File: config.mk
export PLATFORM = sky130hd
export DESIGN_NAME = bce_ctrl
export DESIGN_NICKNAME = d
export VERILOG_FILES = /design/src/design/bce_pkg.sv /design/src/design/bce_ctrl.sv
export SDC_FILE = /design/constraint.sdc
export NUM_CORES = 1
export LEC_CHECK = 0
export BUFFER_PORTS_ARGS = -buffer_cell sky130_fd_sc_hd__buf_2
export CELL_PAD_IN_SITES_DETAIL_PLACEMENT = 1
export CELL_PAD_IN_SITES_GLOBAL_PLACEMENT = 1
export CORE_MARGIN = 2
export CORE_UTILIZATION = 40
export DETAILED_ROUTE_END_ITERATION = 8
export GPL_TIMING_DRIVEN = 0
export PLACE_DENSITY = 0.79
export REMOVE_ABC_BUFFERS = 1
export SETUP_SLACK_MARGIN = 0.3
export SYNTH_ARGS = -nofsm -noshare
export SYNTH_HDL_FRONTEND = slang
export SYNTH_SLANG_ARGS = --single-unit
File: constraint.sdc
create_clock -name clk -period 4.92 [get_ports clk]
set_input_delay 0.246 -clock clk [delete_from_list [all_inputs] [get_ports clk]]
set_output_delay 0.246 -clock clk [all_outputs]
set_load 0.02 [all_outputs]
File: src/design/bce_pkg.sv
// ----------------------------------------------------------------------------
// bce_pkg
// Shared constants, codes and controller/datapath interface types for the
// b-spline curve evaluator.
// ----------------------------------------------------------------------------
package bce_pkg;

  localparam int MAX_POINTS     = 64;
  localparam int MAX_DEGREE     = 7;
  localparam int KNOT_DEPTH     = MAX_POINTS + MAX_DEGREE + 1;
  localparam int SEARCH_ROUNDS  = 16;
  localparam int DIMENSIONS_DEF = 3;

  localparam int IDX_W   = 7;
  localparam int DEG_W   = 3;
  localparam int CNT_W   = 7;
  localparam int Q_W     = 17;
  localparam int C_W     = 32;
  localparam int ROUND_W = 5;
  localparam int DIM_W   = 2;
  localparam int DIV_QW  = 16;

  localparam logic [Q_W-1:0] ONE_Q16 = 17'h10000;

  // item operations
  localparam logic [1:0] OP_WRPT   = 2'd0;
  localparam logic [1:0] OP_WRKNOT = 2'd1;
  localparam logic [1:0] OP_EVAL   = 2'd2;

  // configuration register indexes
  localparam logic [1:0] REG_DEGREE = 2'd0;
  localparam logic [1:0] REG_COUNT  = 2'd1;
  localparam logic [1:0] REG_MODE   = 2'd2;

  typedef enum logic [1:0] {
    KI_MID  = 2'd0,
    KI_MID1 = 2'd1,
    KI_LO   = 2'd2,
    KI_HI   = 2'd3
  } ksel_t;

  typedef struct packed {
    logic                 accept;
    logic                 span_init;
    logic                 k_fix;
    logic                 span_mid;
    logic                 span_step;
    logic                 set_k_mid;
    logic                 knot_req;
    ksel_t                knot_sel;
    logic                 knot_to_kb;
    logic                 alpha_req;
    logic                 ld_rd;
    logic                 ld_wr;
    logic                 d_rd;
    logic                 mul;
    logic                 add;
    logic                 d_wr;
    logic                 fin_rd;
    logic                 out_load;
    logic [DEG_W-1:0]     j;
    logic [DEG_W-1:0]     r;
    logic [DIM_W-1:0]     dim;
  } bce_cmd_t;

  typedef struct packed {
    logic             too_few;
    logic             u_one;
    logic             u_zero;
    logic             low_gt_high;
    logic             span_hit;
    logic             go_left;
    logic             mid_zero;
    logic             op_done;
    logic [DEG_W-1:0] p;
  } bce_sts_t;

endpackage

File: src/design/bce_ctrl.sv
// ----------------------------------------------------------------------------
// bce_ctrl
// Controller: sequences span search, point load, de boor rounds and the
// result handoff.
// ----------------------------------------------------------------------------
module bce_ctrl
  import bce_pkg::*;
#(
  parameter int DIMENSIONS = DIMENSIONS_DEF
)
(
  input  logic       clk,
  input  logic       rst_n,
  input  logic       in_tvalid,
  input  logic [1:0] in_op,
  output logic       in_tready,
  input  logic       out_tready,
  output logic       out_tvalid,
  input  bce_sts_t   sts,
  output bce_cmd_t   cmd
);

  typedef enum logic [21:0] {
    ST_IDLE   = 22'h000001,
    ST_START  = 22'h000002,
    ST_SP_CHK = 22'h000004,
    ST_SP_KA  = 22'h000008,
    ST_SP_KAW = 22'h000010,
    ST_SP_KB  = 22'h000020,
    ST_SP_KBW = 22'h000040,
    ST_SP_DEC = 22'h000080,
    ST_LD_RD  = 22'h000100,
    ST_LD_WR  = 22'h000200,
    ST_BL_KA  = 22'h000400,
    ST_BL_KAW = 22'h000800,
    ST_BL_KB  = 22'h001000,
    ST_BL_KBW = 22'h002000,
    ST_BL_AL  = 22'h004000,
    ST_BL_ALW = 22'h008000,
    ST_BL_RD  = 22'h010000,
    ST_BL_MUL = 22'h020000,
    ST_BL_ADD = 22'h040000,
    ST_BL_WR  = 22'h080000,
    ST_FIN    = 22'h100000,
    ST_DONE   = 22'h200000
  } state_t;

  state_t               state_r, state_nxt;
  logic [DEG_W-1:0]     j_r, j_nxt, r_r, r_nxt;
  logic [DIM_W-1:0]     dim_r, dim_nxt;
  logic [ROUND_W-1:0]   round_r, round_nxt;
  logic                 out_valid_r, out_valid_nxt;
  logic                 accept;

  assign in_tready = (state_r == ST_IDLE);
  assign accept    = in_tvalid && in_tready;

  always_comb begin
    state_nxt = state_r;
    j_nxt     = j_r;
    r_nxt     = r_r;
    dim_nxt   = dim_r;
    round_nxt = round_r;
    cmd       = '0;
    cmd.accept = accept;
    cmd.j      = j_r;
    cmd.r      = r_r;
    cmd.dim    = dim_r;
    cmd.knot_sel = KI_MID;
    out_valid_nxt = out_valid_r && !out_tready;

    unique case (state_r)
      ST_IDLE: begin
        if (accept && in_op == OP_EVAL) state_nxt = ST_START;
      end
      ST_START: begin
        priority if (sts.too_few) begin
          state_nxt = ST_DONE;
        end else if (sts.u_one || sts.u_zero) begin
          cmd.k_fix = 1'b1;
          j_nxt     = '0;
          state_nxt = ST_LD_RD;
        end else begin
          cmd.span_init = 1'b1;
          round_nxt     = '0;
          state_nxt     = ST_SP_CHK;
        end
      end
      ST_SP_CHK: begin
        if (round_r == ROUND_W'(SEARCH_ROUNDS) || sts.low_gt_high) begin
          cmd.set_k_mid = 1'b1;
          j_nxt         = '0;
          state_nxt     = ST_LD_RD;
        end else begin
          cmd.span_mid = 1'b1;
          state_nxt    = ST_SP_KA;
        end
      end
      ST_SP_KA: begin
        cmd.knot_req = 1'b1;
        cmd.knot_sel = KI_MID;
        state_nxt    = ST_SP_KAW;
      end
      ST_SP_KAW: begin
        if (sts.op_done) state_nxt = ST_SP_KB;
      end
      ST_SP_KB: begin
        cmd.knot_req   = 1'b1;
        cmd.knot_sel   = KI_MID1;
        cmd.knot_to_kb = 1'b1;
        state_nxt      = ST_SP_KBW;
      end
      ST_SP_KBW: begin
        if (sts.op_done) state_nxt = ST_SP_DEC;
      end
      ST_SP_DEC: begin
        if (sts.span_hit || (sts.go_left && sts.mid_zero)) begin
          cmd.set_k_mid = 1'b1;
          j_nxt         = '0;
          state_nxt     = ST_LD_RD;
        end else begin
          cmd.span_step = 1'b1;
          round_nxt     = round_r + 5'd1;
          state_nxt     = ST_SP_CHK;
        end
      end
      ST_LD_RD: begin
        cmd.ld_rd = 1'b1;
        state_nxt = ST_LD_WR;
      end
      ST_LD_WR: begin
        cmd.ld_wr = 1'b1;
        if (j_r == sts.p) begin
          if (sts.p == '0) begin
            state_nxt = ST_FIN;
          end else begin
            r_nxt     = 3'd1;
            j_nxt     = sts.p;
            state_nxt = ST_BL_KA;
          end
        end else begin
          j_nxt     = j_r + 3'd1;
          state_nxt = ST_LD_RD;
        end
      end
      ST_BL_KA: begin
        cmd.knot_req = 1'b1;
        cmd.knot_sel = KI_LO;
        state_nxt    = ST_BL_KAW;
      end
      ST_BL_KAW: begin
        if (sts.op_done) state_nxt = ST_BL_KB;
      end
      ST_BL_KB: begin
        cmd.knot_req   = 1'b1;
        cmd.knot_sel   = KI_HI;
        cmd.knot_to_kb = 1'b1;
        state_nxt      = ST_BL_KBW;
      end
      ST_BL_KBW: begin
        if (sts.op_done) state_nxt = ST_BL_AL;
      end
      ST_BL_AL: begin
        cmd.alpha_req = 1'b1;
        state_nxt     = ST_BL_ALW;
      end
      ST_BL_ALW: begin
        if (sts.op_done) state_nxt = ST_BL_RD;
      end
      ST_BL_RD: begin
        cmd.d_rd  = 1'b1;
        dim_nxt   = '0;
        state_nxt = ST_BL_MUL;
      end
      ST_BL_MUL: begin
        cmd.mul   = 1'b1;
        state_nxt = ST_BL_ADD;
      end
      ST_BL_ADD: begin
        cmd.add = 1'b1;
        if (dim_r == DIM_W'(DIMENSIONS - 1)) begin
          state_nxt = ST_BL_WR;
        end else begin
          dim_nxt   = dim_r + 2'd1;
          state_nxt = ST_BL_MUL;
        end
      end
      ST_BL_WR: begin
        cmd.d_wr = 1'b1;
        if (j_r == r_r) begin
          if (r_r == sts.p) begin
            state_nxt = ST_FIN;
          end else begin
            r_nxt     = r_r + 3'd1;
            j_nxt     = sts.p;
            state_nxt = ST_BL_KA;
          end
        end else begin
          j_nxt     = j_r - 3'd1;
          state_nxt = ST_BL_KA;
        end
      end
      ST_FIN: begin
        cmd.fin_rd = 1'b1;
        state_nxt  = ST_DONE;
      end
      ST_DONE: begin
        // hold until the result register is free
        if (!out_valid_r || out_tready) begin
          cmd.out_load  = 1'b1;
          out_valid_nxt = 1'b1;
          state_nxt     = ST_IDLE;
        end
      end
      default: state_nxt = ST_IDLE;
    endcase
  end

  always_ff @(posedge clk) begin
    if (!rst_n) begin
      state_r     <= ST_IDLE;
      j_r         <= '0;
      r_r         <= '0;
      dim_r       <= '0;
      round_r     <= '0;
      out_valid_r <= 1'b0;
    end else begin
      state_r     <= state_nxt;
      j_r         <= j_nxt;
      r_r         <= r_nxt;
      dim_r       <= dim_nxt;
      round_r     <= round_nxt;
      out_valid_r <= out_valid_nxt;
    end
  end

  assign out_tvalid = out_valid_r;

endmodule

==> flow_summary.yaml <==
cells_and_area:
  area_growth_pct: 15.2
  insertedDiodeCount: 0
  stdcell_count: 416
  design_area_sq_um: 2800
  n_fill_cell: 746
  drive_gt1_share_pct: 22.9
  nets: 363
  final_cell_mix: "45 x buf_2, 36 x dfxtp_1, 29 x nor2_1"
  layout_commonest_cell: "buf_2"
die:
  start_util_pct: 41.3
  die_y_um: 82
  row_count: 28
  dieArea_sq_um: 6720
  core_area_sq_um: 5890
  dieWidth_um: 82
  io_pins: 46
synthesis:
  synth_area_sq_um: 2430
  synthDistinctLibCells: 58
  synth_top_family_by_area: "simple AND/OR/NAND/NOR gates"
  synth_xor_area_share_pct: 4.68
  synth-simple-area-share_pct: 42.0
  synth_edf_count: 0
  synth-main-ff-cell: "dfxtp_1"
  synth_compound_area_share_pct: 14.2
  synth_cells: 296
  synth_async_sr_flop_share_pct: 0
  yosysSeqAreaShare_pct: 29.6
  ys_warn_count: 0
  synth_seq_cells: 36
  synth_fa_ha_area_share_pct: 3.08
  avgSynthCellArea_sq_um: 8.22
  muxShareOfSynthArea_pct: 2.21
clock_network:
  cts_resized: 0
  cts-root-buf: "clkbuf_8"
  cts_tree: "yes"
  htreeDepth: 2
  clkTransAtPathRegs_ps: 70
  clk_path_buf_depth: 2
  clock_latency_ps: 290
  cts_buffers: 5
  cts_hold_buf: 0
  post_cts_buffers: 0
  cts_sinks: 36
sta:
  max_slew.worst_pin.slew_ps: 774
  min_period_ps: 3120
  finalSetupViolations: 0
  final_hold_viol_count: 0
  max_slew_margin_pct: 47.7
  fmax_mhz: 320
  rsz0062_at_grt: "false"
  post-route-period-util_pct: 63.5
  tns_ps: 0
  slew_viol_final: 0
  whs_ps: 150
  fin_worst_skew_ps: 7.13
power:
  vdd_ir_drop_max_uv: 181
  p_leak_nw: 1.18
  power_density_nw_per_um2: 243
grt:
  gr-usage-met3_pct: 3.19
  grtUsageMet1_pct: 30.1
  use_met2_pct: 35.8
  grt_max_degree: 16
  grt_pass1_vias: 2252
  grt_overflow: 0
  antenna_found_initial: 0
  grt_busiest_layer: "met2"
  grt_pass1_wl_um: 11300
  grt_usage_pct: 21.9
drt:
  ant_nets: 0
  wl_per_cell_um: 16.6
  drtPass1Iterations: 4
  drc_errors: 0
  wl_um: 6910
  vias: 2409
  avgViaCountPerCell: 5.79
  drt_iter0_drc: 112
setup_path:
  cp.arrival_ps: 2880
  worstSetupPathType: "reg -> out"
  end_kind: "output port"
  worst_ep_required_time_ps: 4670
  startpoint: "state_r[21]$_SDFFE_PN0P_"
  startpoint_type: "flip-flop"
  critPathMaxFanout: 8
  r2r_start: "state_r[21]$_SDFFE_PN0P_"
placed_design:
  dp_hpwl_um: 5420
  detailed_place.area_sq_um: 2710
  placedCellCount: 408
  routabilityCongestion: 0.905
  portBuffers: 45
run_status:
  status: "completed"
job:
  max_cap_violations: 0
hold_path:
  min-delay-start: "sts[7]"
  hold_class: "in -> reg"
cell type report:
type                            instances  area [sq um]  area share (%)
Multi-Input combinational cell        236          1610            57.4
Sequential cell                        36           721            25.7
Timing Repair Buffer                   45           225            8.04
Tap cell                               75          93.8            3.35
Clock buffer                            7          86.3            3.08
Inverter                               16          60.1            2.14
Clock inverter                          1          7.51           0.268
synth_stat cells, types with 4 or more instances:
master,instances,area (sq um)
a31oi_1,4,25.0
nand2b_1,5,31.3
nor4_1,5,31.3
or3_1,6,37.5
nor2_1,29,109
dfxtp_1,36,721
a21oi_1,20,100
nor4_2,4,50.1
xor2_1,6,52.6
nor4_4,5,106
ha_1,6,75.1
nand2_1,19,71.3
o21ai_0,14,70.1
xnor2_1,7,61.3
nor3_1,14,70.1
nor4b_1,7,61.3
or4_1,7,52.6
clkbuf_1,4,15.0
nor2b_1,4,25.0
inv_1,15,56.3
nand4_1,8,50.1
nand3_1,12,60.1
registers in the layout, summed over array words and instances, names as in the netlist:
register,count
r_r,3
j_r,3
state_r,22
out_tvalid,1
round_r,5
dim_r,2
path summary, 6_finish.rpt:
| kind | to | slack [ps] | depth (start not counted) |
|---|---|---|---|
| max | cmd[20] | 1800 | 6 |
| min | state_r[3]$_SDFFE_PN0P_ | 150 | 2 |
| min reg2reg | round_r[4]$_SDFFE_PN0P_ | 500 | 2 |
| max reg2reg | state_r[20]$_SDFFE_PN0P_ | 1830 | 6 |
metrics by stage:
step	utilization (%)	power, mW	setup slack, ps
2_1_floorplan	-	0.414	2380
3_3_place_gp	46.0	0.460	1880
3_5_place_dp	46.0	0.464	1900
4_1_cts	47.6	0.686	1800
5_1_grt	47.6	0.720	1640
6_report	47.6	0.681	1800
kinds of logic (layout without fill, tap and decap cells):
group                      after synthesis  in the layout
and+or+nand+nor                        155            155
AOI/OAI and AO/OA                       57             57
DFF                                     36             36
buffers and inverters                   24             69
xor gates and xnor gates                13             13
adders and majority gates                6              6
muxes                                    5              5
metal layers:
layer / vias up / wire length, um
li1: 1195 / -
met1: 1177 / 3300
met2: 33 / 3350
met3: 4 / 208
met4: 0 / 49
met5: - / 0
worst max-delay path, stage by stage, from the launching register on:
cell and delay [ps]:
dfxtp_1 400, or4_1 580, nor2_1 460, nand3_1 180, or4b_1 600, nand4_1 180
buf_2 190
where the power goes:
part           internal (mW)  switching, mW  leakage (nW)
clock                  0.114          0.109        0.0445
combinational         0.0493          0.101         0.841
sequential             0.297         0.0104         0.290
Power figures use the tool's default switching activity.
